## config.mk

```make
export PLATFORM = sky130hd
export DESIGN_NAME = nrth_ctrl
export DESIGN_NICKNAME = d
export VERILOG_FILES = /design/src/design/nrth_pkg.sv /design/src/design/nrth_ctrl.sv
export SDC_FILE = /design/constraint.sdc
export NUM_CORES = 1
export LEC_CHECK = 0
export ABC_AREA = 0
export BUFFER_PORTS_ARGS = -buffer_cell sky130_fd_sc_hd__buf_4
export CAP_MARGIN = 20
export CORE_MARGIN = 5
export CORE_UTILIZATION = 50
export CTS_BUF_LIST = sky130_fd_sc_hd__clkbuf_2
export CTS_CLUSTER_SIZE = 25
export DETAILED_ROUTE_END_ITERATION = 8
export PLACE_DENSITY = 0.86
export SLEW_MARGIN = 10
export SYNTH_ARGS = -nofsm -noshare
export SYNTH_HDL_FRONTEND = slang
export SYNTH_SLANG_ARGS = --single-unit
```

## constraint.sdc

```tcl
create_clock -name clk_i -period 7 [get_ports clk_i]
set_clock_uncertainty 0.05 [all_clocks]
set_input_delay 1.4 -clock clk_i [delete_from_list [all_inputs] [get_ports clk_i]]
set_output_delay 1.4 -clock clk_i [all_outputs]
set_load 0.1 [all_outputs]
```

## src/design/nrth_pkg.sv

```systemverilog
// ----------------------------------------------------------------------------
// nrth_pkg
// Shared types, widths, micro-op table and codes for the nearest ray/triangle
// hit block.
// ----------------------------------------------------------------------------
package nrth_pkg;

  localparam int FRAC_BITS = 16;
  localparam int CRD_W     = 32;              // coordinate width
  localparam int TQ_W      = FRAC_BITS + 1;   // t in Q1.F
  localparam int IDX_W     = 16;
  localparam int ACC_W     = 144;             // exact edge dot products need 137 bits
  localparam int BOP_W     = 72;              // multiplier digit-serial operand
  localparam int DIG_W     = 8;
  localparam int MUL_STEPS = BOP_W / DIG_W;
  localparam int NRM_W     = 67;              // normal components
  localparam int DEN_W     = 104;             // normal dot direction / origin
  localparam int PNT_W     = 34;              // hit point before saturation
  localparam int CRS_W     = 69;              // edge cross product components
  localparam int PC_W      = 5;
  localparam int CNT_W     = 5;
  localparam int CFG_IDX_W = 4;

  localparam logic [PC_W-1:0] PC_NUM_END    = PC_W'(11);
  localparam logic [PC_W-1:0] PC_EDGE_FIRST = PC_W'(15);
  localparam logic [PC_W-1:0] PC_EDGE_LAST  = PC_W'(23);
  localparam logic [1:0]      EDGE_LAST     = 2'd2;

  localparam logic [CFG_IDX_W-1:0] CFG_ORIGIN_X  = 4'd0;
  localparam logic [CFG_IDX_W-1:0] CFG_ORIGIN_Y  = 4'd1;
  localparam logic [CFG_IDX_W-1:0] CFG_ORIGIN_Z  = 4'd2;
  localparam logic [CFG_IDX_W-1:0] CFG_DIR_X     = 4'd3;
  localparam logic [CFG_IDX_W-1:0] CFG_DIR_Y     = 4'd4;
  localparam logic [CFG_IDX_W-1:0] CFG_DIR_Z     = 4'd5;
  localparam logic [CFG_IDX_W-1:0] CFG_MIN_T     = 4'd6;
  localparam logic [CFG_IDX_W-1:0] CFG_PAR_THR   = 4'd7;

  localparam logic [1:0] CX = 2'd0;
  localparam logic [1:0] CY = 2'd1;
  localparam logic [1:0] CZ = 2'd2;

  typedef struct packed {
    logic signed [CRD_W-1:0] a_x;
    logic signed [CRD_W-1:0] a_y;
    logic signed [CRD_W-1:0] a_z;
    logic signed [CRD_W-1:0] b_x;
    logic signed [CRD_W-1:0] b_y;
    logic signed [CRD_W-1:0] b_z;
    logic signed [CRD_W-1:0] c_x;
    logic signed [CRD_W-1:0] c_y;
    logic signed [CRD_W-1:0] c_z;
    logic                    last_face;
  } in_item_t;

  typedef struct packed {
    logic                    found;
    logic [IDX_W-1:0]        face_index;
    logic [TQ_W-1:0]         hit_distance;
    logic signed [CRD_W-1:0] hit_x;
    logic signed [CRD_W-1:0] hit_y;
    logic signed [CRD_W-1:0] hit_z;
  } out_item_t;

  typedef enum logic [1:0] {ASRC_E1, ASRC_N, ASRC_DIR, ASRC_EDGE} asrc_e;
  typedef enum logic [2:0] {BSRC_E2, BSRC_DIR, BSRC_OW, BSRC_TQ, BSRC_D, BSRC_C} bsrc_e;
  typedef enum logic [2:0] {DST_NONE, DST_N, DST_DEN, DST_NUM, DST_P, DST_C, DST_EDGE} dst_e;

  typedef struct packed {
    asrc_e      asrc;
    logic [1:0] acomp;
    bsrc_e      bsrc;
    logic [1:0] bcomp;
    logic       clr;
    logic       sub;
    dst_e       dst;
    logic [1:0] dcomp;
  } uop_t;

  typedef struct packed {
    logic       capture;
    logic       mac_load;
    logic       mac_step;
    logic       mac_last;
    logic       mac_wb;
    uop_t       uop;
    logic [1:0] edge_sel;
    logic       chk;
    logic       div_step;
    logic       div_first;
    logic       update;
    logic       hit;
  } cmd_t;

  typedef struct packed {
    logic acc_neg;
    logic geom_ok;
    logic tq_ok;
    logic last;
  } status_t;

  function automatic uop_t mk(asrc_e a, logic [1:0] ac, bsrc_e b, logic [1:0] bc,
                              logic clr, logic sub, dst_e d, logic [1:0] dc);
    uop_t u;
    u.asrc  = a;
    u.acomp = ac;
    u.bsrc  = b;
    u.bcomp = bc;
    u.clr   = clr;
    u.sub   = sub;
    u.dst   = d;
    u.dcomp = dc;
    return u;
  endfunction

  // one product per entry; the edge block (15..23) is replayed per edge
  function automatic uop_t uop_at(logic [PC_W-1:0] pc);
    uop_t u;
    unique case (pc)
      5'd0:    u = mk(ASRC_E1, CY, BSRC_E2, CZ, 1'b1, 1'b0, DST_NONE, CX);
      5'd1:    u = mk(ASRC_E1, CZ, BSRC_E2, CY, 1'b0, 1'b1, DST_N,    CX);
      5'd2:    u = mk(ASRC_E1, CZ, BSRC_E2, CX, 1'b1, 1'b0, DST_NONE, CX);
      5'd3:    u = mk(ASRC_E1, CX, BSRC_E2, CZ, 1'b0, 1'b1, DST_N,    CY);
      5'd4:    u = mk(ASRC_E1, CX, BSRC_E2, CY, 1'b1, 1'b0, DST_NONE, CX);
      5'd5:    u = mk(ASRC_E1, CY, BSRC_E2, CX, 1'b0, 1'b1, DST_N,    CZ);
      5'd6:    u = mk(ASRC_N,  CX, BSRC_DIR, CX, 1'b1, 1'b0, DST_NONE, CX);
      5'd7:    u = mk(ASRC_N,  CY, BSRC_DIR, CY, 1'b0, 1'b0, DST_NONE, CX);
      5'd8:    u = mk(ASRC_N,  CZ, BSRC_DIR, CZ, 1'b0, 1'b0, DST_DEN,  CX);
      5'd9:    u = mk(ASRC_N,  CX, BSRC_OW, CX, 1'b1, 1'b0, DST_NONE, CX);
      5'd10:   u = mk(ASRC_N,  CY, BSRC_OW, CY, 1'b0, 1'b0, DST_NONE, CX);
      5'd11:   u = mk(ASRC_N,  CZ, BSRC_OW, CZ, 1'b0, 1'b0, DST_NUM,  CX);
      5'd12:   u = mk(ASRC_DIR, CX, BSRC_TQ, CX, 1'b1, 1'b0, DST_P,   CX);
      5'd13:   u = mk(ASRC_DIR, CY, BSRC_TQ, CX, 1'b1, 1'b0, DST_P,   CY);
      5'd14:   u = mk(ASRC_DIR, CZ, BSRC_TQ, CX, 1'b1, 1'b0, DST_P,   CZ);
      5'd15:   u = mk(ASRC_EDGE, CY, BSRC_D, CZ, 1'b1, 1'b0, DST_NONE, CX);
      5'd16:   u = mk(ASRC_EDGE, CZ, BSRC_D, CY, 1'b0, 1'b1, DST_C,    CX);
      5'd17:   u = mk(ASRC_EDGE, CZ, BSRC_D, CX, 1'b1, 1'b0, DST_NONE, CX);
      5'd18:   u = mk(ASRC_EDGE, CX, BSRC_D, CZ, 1'b0, 1'b1, DST_C,    CY);
      5'd19:   u = mk(ASRC_EDGE, CX, BSRC_D, CY, 1'b1, 1'b0, DST_NONE, CX);
      5'd20:   u = mk(ASRC_EDGE, CY, BSRC_D, CX, 1'b0, 1'b1, DST_C,    CZ);
      5'd21:   u = mk(ASRC_N,  CX, BSRC_C, CX, 1'b1, 1'b0, DST_NONE, CX);
      5'd22:   u = mk(ASRC_N,  CY, BSRC_C, CY, 1'b0, 1'b0, DST_NONE, CX);
      5'd23:   u = mk(ASRC_N,  CZ, BSRC_C, CZ, 1'b0, 1'b0, DST_EDGE, CX);
      default: u = mk(ASRC_E1, CX, BSRC_E2, CX, 1'b1, 1'b0, DST_NONE, CX);
    endcase
    return u;
  endfunction

endpackage

```

## src/design/nrth_ctrl.sv

```systemverilog
// ----------------------------------------------------------------------------
// nrth_ctrl
// Sequencer: steps the micro-op table through the shared multiplier, runs the
// divider and decides hit or miss for each triangle.
// ----------------------------------------------------------------------------
module nrth_ctrl (
  input  logic             clk_i,
  input  logic             rst_ni,
  input  logic             in_valid_i,
  output logic             in_stall_o,
  output logic             out_valid_o,
  input  logic             out_stall_i,
  input  nrth_pkg::status_t sts_i,
  output nrth_pkg::cmd_t   cmd_o
);
  import nrth_pkg::*;

  typedef enum logic [2:0] {
    S_IDLE, S_LOAD, S_MUL, S_WB, S_CHECK, S_DIV, S_TQ, S_DONE
  } state_e;

  state_e           state_q;
  logic [PC_W-1:0]  pc_q;
  logic [1:0]       edge_q;
  logic [CNT_W-1:0] cnt_q;
  logic             hit_q;
  logic             out_valid_q;
  uop_t             uop;
  logic             done_go;

  assign uop        = uop_at(pc_q);
  assign in_stall_o = (state_q != S_IDLE);
  assign out_valid_o = out_valid_q;
  // a finished mesh waits only while the previous result is still held
  assign done_go    = !(sts_i.last && out_valid_q);

  always_comb begin
    cmd_o           = '0;
    cmd_o.uop       = uop;
    cmd_o.edge_sel  = edge_q;
    cmd_o.hit       = hit_q;
    cmd_o.capture   = (state_q == S_IDLE) && in_valid_i;
    cmd_o.mac_load  = (state_q == S_LOAD);
    cmd_o.mac_step  = (state_q == S_MUL);
    cmd_o.mac_last  = (cnt_q == CNT_W'(MUL_STEPS - 1));
    cmd_o.mac_wb    = (state_q == S_WB);
    cmd_o.chk       = (state_q == S_CHECK);
    cmd_o.div_step  = (state_q == S_DIV);
    cmd_o.div_first = (cnt_q == '0);
    cmd_o.update    = (state_q == S_DONE) && done_go;
  end

  always_ff @(posedge clk_i or negedge rst_ni) begin
    if (!rst_ni) begin
      state_q     <= S_IDLE;
      pc_q        <= '0;
      edge_q      <= '0;
      cnt_q       <= '0;
      hit_q       <= 1'b0;
      out_valid_q <= 1'b0;
    end else begin
      if (out_valid_q && !out_stall_i) begin
        out_valid_q <= 1'b0;
      end
      unique case (state_q)
        S_IDLE: begin
          if (in_valid_i) begin
            pc_q    <= '0;
            edge_q  <= '0;
            state_q <= S_LOAD;
          end
        end
        S_LOAD: begin
          cnt_q   <= '0;
          state_q <= S_MUL;
        end
        S_MUL: begin
          cnt_q <= cnt_q + 1'b1;
          if (cnt_q == CNT_W'(MUL_STEPS - 1)) begin
            state_q <= S_WB;
          end
        end
        S_WB: begin
          if (uop.dst == DST_EDGE && sts_i.acc_neg) begin
            hit_q   <= 1'b0;
            state_q <= S_DONE;
          end else if (pc_q == PC_NUM_END) begin
            state_q <= S_CHECK;
          end else if (pc_q == PC_EDGE_LAST) begin
            if (edge_q == EDGE_LAST) begin
              hit_q   <= 1'b1;
              state_q <= S_DONE;
            end else begin
              edge_q  <= edge_q + 1'b1;
              pc_q    <= PC_EDGE_FIRST;
              state_q <= S_LOAD;
            end
          end else begin
            pc_q    <= pc_q + 1'b1;
            state_q <= S_LOAD;
          end
        end
        S_CHECK: begin
          cnt_q <= '0;
          if (sts_i.geom_ok) begin
            state_q <= S_DIV;
          end else begin
            hit_q   <= 1'b0;
            state_q <= S_DONE;
          end
        end
        S_DIV: begin
          cnt_q <= cnt_q + 1'b1;
          if (cnt_q == CNT_W'(TQ_W - 1)) begin
            state_q <= S_TQ;
          end
        end
        S_TQ: begin
          if (sts_i.tq_ok) begin
            pc_q    <= pc_q + 1'b1;
            state_q <= S_LOAD;
          end else begin
            hit_q   <= 1'b0;
            state_q <= S_DONE;
          end
        end
        S_DONE: begin
          if (done_go) begin
            if (sts_i.last) begin
              out_valid_q <= 1'b1;
            end
            state_q <= S_IDLE;
          end
        end
        default: state_q <= S_IDLE;
      endcase
    end
  end

endmodule

```

==> results of run 1 <==
[state kept, by name (all words and copies together), names as in the netlist]
name	count
out_valid_o	1
state_q	3
edge_q	2
hit_q	1
cnt_q	5
pc_q	5
[worst max path at each step]
stage / from / slack, ns / end
6_report: pc_q[2]$_DFFE_PN0P_ / 2.98 / cmd_o[7]
5_1_grt: pc_q[2]$_DFFE_PN0P_ / 2.75 / cmd_o[7]
4_1_cts: pc_q[2]$_DFFE_PN0P_ / 2.97 / cmd_o[7]
3_5_place_dp: pc_q[2]$_DFFE_PN0P_ / 3.34 / cmd_o[7]
3_3_place_gp: in_valid_i / 3.40 / cmd_o[27]
2_1_floorplan: pc_q[0]$_DFFE_PN0P_ / 2.22 / cmd_o[20]
[stage by stage]
step,worst slack (ns),power (uW)
floorplan,2.22,100
global placement,3.40,106
detailed placement,3.34,106
CTS,2.97,154
global route,2.75,159
finish,2.98,151
[worst max-delay path, cell delays in order (launching register included)]
cell     delay [ns]
dfrtp_1        0.97
inv_1          0.27
ha_1           0.34
nor2b_1        0.15
a31oi_1        0.16
o22ai_1        0.10
buf_4          0.28
[area by class of cell]
class,instances,area [um^2]
well taps,48,60.1
flip-flops and latches,17,425
repair buffers,37,278
clock buffers,3,15.0
fillers,341,1500
clock inverters,1,5.00
multi-input cells,192,1330
inverters,14,52.6
[layer usage]
metal | up-vias | part of all wire
li1 | 934 | -
met1 | 915 | 0.48
met2 | 56 | 0.46
met3 | 4 | 0.059
met4 | 0 | 0.0070
met5 | - | 0
[where the power goes]
group	switching [uW]	internal (uW)	leakage, uW
registers	0	98.3	0.000191
clock network	34.5	12.9	0.0000164
logic	3.10	2.65	0.000837
total	37.6	114	0.00104
[placed cells by master, fill, tap and decap left out, types with 3 or more instances in the layout]
| master | n |
|---|---|
| a21o_1 | 5 |
| a21oi_1 | 15 |
| a221o_1 | 4 |
| buf_4 | 37 |
| clkbuf_2 | 3 |
| dfrtp_1 | 17 |
| ha_1 | 12 |
| inv_1 | 14 |
| mux2i_1 | 7 |
| nand2_1 | 21 |
| nand2b_1 | 9 |
| nand3_1 | 10 |
| nor2_1 | 12 |
| nor2b_1 | 9 |
| nor3_1 | 7 |
| nor3b_1 | 3 |
| o211ai_1 | 4 |
| o21a_1 | 3 |
| o21ai_0 | 18 |
| o22ai_1 | 4 |
| o2bb2ai_1 | 3 |
| o32ai_1 | 3 |
| xor2_1 | 3 |
[cell families (layout without fill, tap and decap cells)]
| group | Yosys count | after routing |
|---|---|---|
| AOI/OAI and AO/OA | 78 | 78 |
| xor gates and xnor gates | 3 | 3 |
| adders and majority gates | 12 | 12 |
| buffers and inverters | 31 | 55 |
| DFF | 17 | 17 |
| muxes | 9 | 9 |
| and+or+nand+nor | 90 | 90 |
==> results.md, run 1 <==
* Status: finished, final reports clean
* RSZ-0062 raised after global routing: false
* Met3 Resource Use GR at 0.0196
* Final Hold Viols at 0
* Leak at between 0.001 and 0.0015 uW
* Area grow syn2layout at 13.8%
* Worst Hold End: edge_q[0]$_DFFE_PN0P_
* Syn Inst Count at 240
* Synth top cells by count: nand2_1, o21ai_0, dfrtp_1, a21oi_1, inv_1
* DR pass1 iterations at 5
* Crit Path Max Fanout at 31
* Post-synthesis sequential area ratio at 0.224
* Fin. max-slew vios at 0
* Reg-to-Reg End: edge_q[0]$_DFFE_PN0P_
* Most common cell in the synthesized netlist: nand2_1
* Area share of fa/ha/maj cells after synthesis at 0.0791
* Die ar. at 0.00513 mm^2
* Slew headroom at 0.337
* GRT busiest layer: met2
* Post-synth EDFFs at 0
* M1 GR Usage at 0.273
* Net Count, Synth at 260
* Setup TNS at 0 ns
* Initial antenna violation count at 0
* # Post-CTS Setup Buffers at 0
* Reg2reg start: pc_q[0]$_DFFE_PN0P_
* Crit share post-route at 0.574
* Htree depth at 1
* VDD IR max at between 0.05 and 0.06 mV
* DR vias at 1909
* Clk pin slew, worst setup/hold paths at 0.19 ns
* Mux cell area share after synthesis at 0.0487
* Post-DR wirelength/cell at 14.7 um
* CP arrival at 2.57 ns
* Root buffer cell: clkbuf_2
* Yosys warns at 0
* Ant. Diodes at 0
* Mapped Area at about 0.0019 mm^2
* Buffers on Ports at 37
* Power density cells at 70.1 mW/mm^2
* Post-route ant nets at 0
* R2R depth at 7
* CP endpoint kind: output port
* Post-route non-filler standard cell count at 312
* Most used flip-flop cell after synthesis: dfrtp_1
* Crit Path Category: flip-flop to output port
* First-pass GRT wire length at 7820 um
* Top post-synthesis cells by area: dfrtp_1, ha_1, o21ai_0
* TritonCTS buffer count at 3
* Post-cts resize count at 0
* Synth top area share at 0.224
* CTS tree: yes
* Fmax at around 0.25 GHz
* Critical Path RT at around 5.6 ns
* Worst setup SP type: flip-flop
* Hold slack final at 0.477 ns
* Met2 usage in global routing at 0.285
* Area after DPL at 0.00214 mm^2
* Unique masters post-synth at 59
* Max_cap viols at 0
* Gr ovfl total at 0
* Placed cell count at 308
* Clock tree sinks at 17
* Fin crit period at 4.02 ns
* Routability Congestion at about 0.90
* Final Cell Area at 0.00216 mm^2
* Synth Area in XOR/XNOR at 0.0138
* Post-synth ARST share at 1.00
* DR DRC count at 0
* Vias/cell at 6.12
* Wirelength, routed at roughly 4600 um
* Hpwl dp at 3330 um
* Synthesized area per cell at about 7.9 um^2
* Synth Area in Simple Gates at 0.272
* Layout Utilization at 0.591
* Cell count of the worst hold path at 1
* Worst skew pair latency at 0.32 ns
* CTS Hold Bufs at 0
* Final setup fails at 0
* Min-delay src: edge_q[0]$_DFFE_PN0P_
* Worst hold path type: flip-flop to flip-flop
* Vias in the first global route at 1703
* Core Rows at 22
* Die H at approximately 70 um
* Slew @ Worst Pin at about 1.0 ns
* Fraction of layout cells with a size suffix above 1 at 0.197
* Initial Util at 0.519
* Chip width at 71.6 um
* Largest family of logic cells by synthesized area: compound AO/OA/AOI/OAI gates
* Core Region at 0.00366 mm^2
* I/O Pins at 38
* 1st-iter DRT viols at approximately 140
* Maximum root-to-sink buffer count at 2
* Post-synthesis compound-gate area fraction at 0.285
* FF-to-FF setup slack at 4.12 ns
* Pin count of the biggest net entering global routing at 35
* Synthesized flop and latch total at 17
* Yosys top cell by area: dfrtp_1
* Nets at around 290
* GRT Total Usage at 0.184
(Power assumes the default switching activity.)
==> run 2: changes to the inputs <==
PLACE_DENSITY = 0.88   (was 0.86)
clock period = 3.25 ns   (was 7 ns; I/O delays follow)
==> results.md, run 2 (synthesis gave the netlist of run 1 again) <==
* CP endpoint kind: output port
* GRT Total Usage at 0.198
* Fin crit period at 3.07 ns
* TritonCTS buffer count at 3
* Routability Congestion at 0.967
* CTS Hold Bufs at 0
* Leak at 0.00108 uW
* DR DRC count at 0
* Area after DPL at 0.00221 mm^2
* Critical Path RT at 2.55 ns
* Slowest CP cell: dfrtp_1
* Die ar. at 0.00513 mm^2
* Largest registers: cnt_q: 5 flops, pc_q: 5 flops, state_q: 3 flops
* Area grow syn2layout at 17.3%
* Worst-path cell chain: inv_1 > ha_1 > nor2_1 > a21oi_1 > nand2_1 > o21ai_0 > o32ai_2 > buf_4
* DR pass1 iterations at 5
* Most frequent cells in the layout: buf_4, nand2_1, dfrtp_1
* Status: finished, final reports clean
* Pin count of the biggest net entering global routing at 27
* Sw Ratio at 0.244
* Clock tree sinks at 17
* Fin. max-slew vios at 0
* Hold slack final at 0.109 ns
* Ant. Diodes at 0
* Clk pwr share at 0.321
* Post-DR wirelength/cell at 15.2 um
* Core Rows at 22
* # Post-CTS Setup Buffers at 0
* Htree depth at 1
* CTS tree: yes
* Final setup fails at 0
* Crit share post-route at 0.943
* Clk pin slew, worst setup/hold paths at between 0.15 and 0.2 ns
* Post-cts resize count at 0
* Worst hold path type: input port to async pin
* Max_cap viols at 0
* Fmax at 0.326 GHz
* Root buffer cell: clkbuf_2
* Internal power at 250 uW
* Setup WS pre-CTS at 0.591 ns
* Crit Path Category: flip-flop to output port
* Wirelength, routed at 4810 um
* Initial Util at 0.519
* Die H at 71.6 um
* Reg2reg start: pc_q[0]$_DFFE_PN0P_
* Initial antenna violation count at 0
* Core Region at around 0.0037 mm^2
* Crit-path max cell delay at 0.59 ns
* P_sw at 80.6 uW
* Delay-heaviest family, CP: flip-flops
* Final Hold Viols at 0
* Worst setup SP type: flip-flop
* 1st-iter DRT viols at between 100 and 150
* First-pass GRT wire length at 8290 um
* Final Cell Area at 0.00223 mm^2
* Worst skew pair latency at 0.32 ns
* Fin worst setup slack at 0.185 ns
* Chip width at between 70 and 80 um
* Vias in the first global route at 1791
* I/O Pins at 38
* Layout Utilization at 0.608
* RSZ-0062 raised after global routing: false
* Maximum root-to-sink buffer count at 2
* Fraction of layout cells with a size suffix above 1 at 0.231
* CP startpoint: pc_q[0]$_DFFE_PN0P_
* Crit Path Max Fanout at 10
* Buffers on Ports at 37
* Logic pwr share at 0.039
* Nets at 289
* Slew @ Worst Pin at 0.791 ns
* Post-route ant nets at 0
* Buf/Inv on CP at 2
* Slew headroom at 0.473
* Gr ovfl total at 0
* DR vias at about 1.9k
* Most common cell after layout, fill and taps aside: buf_4
* Seq pwr share at 0.640
* Power density cells at 148 mW/mm^2
* Hpwl dp at 3590 um
* VDD IR max at 0.185 mV
* CP arrival at between 2 and 2.5 ns
* Vias/cell at 6.09
==> run 2: cell count changes in the layout (fill, tap and decap cells not counted), sizes merged <==
cell | previous run | this run
clkbuf | 3 | 4
buf | 37 | 41
clkinv | 1 | 0
==> run 2: power by group through the flow <==
stage	registers, uW	logic [uW]	clock network [uW]
final	212	12.8	106
after global routing	212	14.3	119
after CTS	212	13.0	109
after detailed placement	216	13.1	0
after global placement	216	12.7	0
after floorplan	216	0.424	0
==> run 2: metal layers <==
metal  routed length (um)  part of all wire  global-route usage  vias up
met3                  356             0.074              0.0435        8
li1                     -                 -                   -      935
met4                   65             0.014              0.0522        0
met5                    0                 0                   0        -
met2                 2230              0.46               0.313       76
met1                 2160              0.45               0.272      907
==> run 2: final cells by class <==
cell class / instances / area [um^2]
fill: 335 / 1430
multi-input combinational: 192 / 1360
sequential: 17 / 425
timing repair buffer: 41 / 308
tap: 48 / 60.1
inverter: 14 / 52.6
clock buffer: 4 / 20.0
==> run 2: worst paths after layout <==
path	endpoint	slack (ns)	cells past startpoint
min in group clk_i	edge_q[0]$_DFFE_PN0P_	0.46	1
worst max-delay path	cmd_o[14]	0.18	8
worst min-delay path	edge_q[1]$_DFFE_PN0P_	0.11	1
worst min register to register	edge_q[0]$_DFFE_PN0P_	0.46	1
max in group asynchronous	pc_q[1]$_DFFE_PN0P_	2.83	1
worst max register to register	edge_q[0]$_DFFE_PN0P_	0.54	7
==> run 2: per-stage QoR <==
stage,power (uW),instances,TNS [ns]
floorplan,216,240,-0.304
global placement,228,312,0
detailed placement,229,312,0
CTS,334,316,0
global route,345,316,0
finish,331,316,0
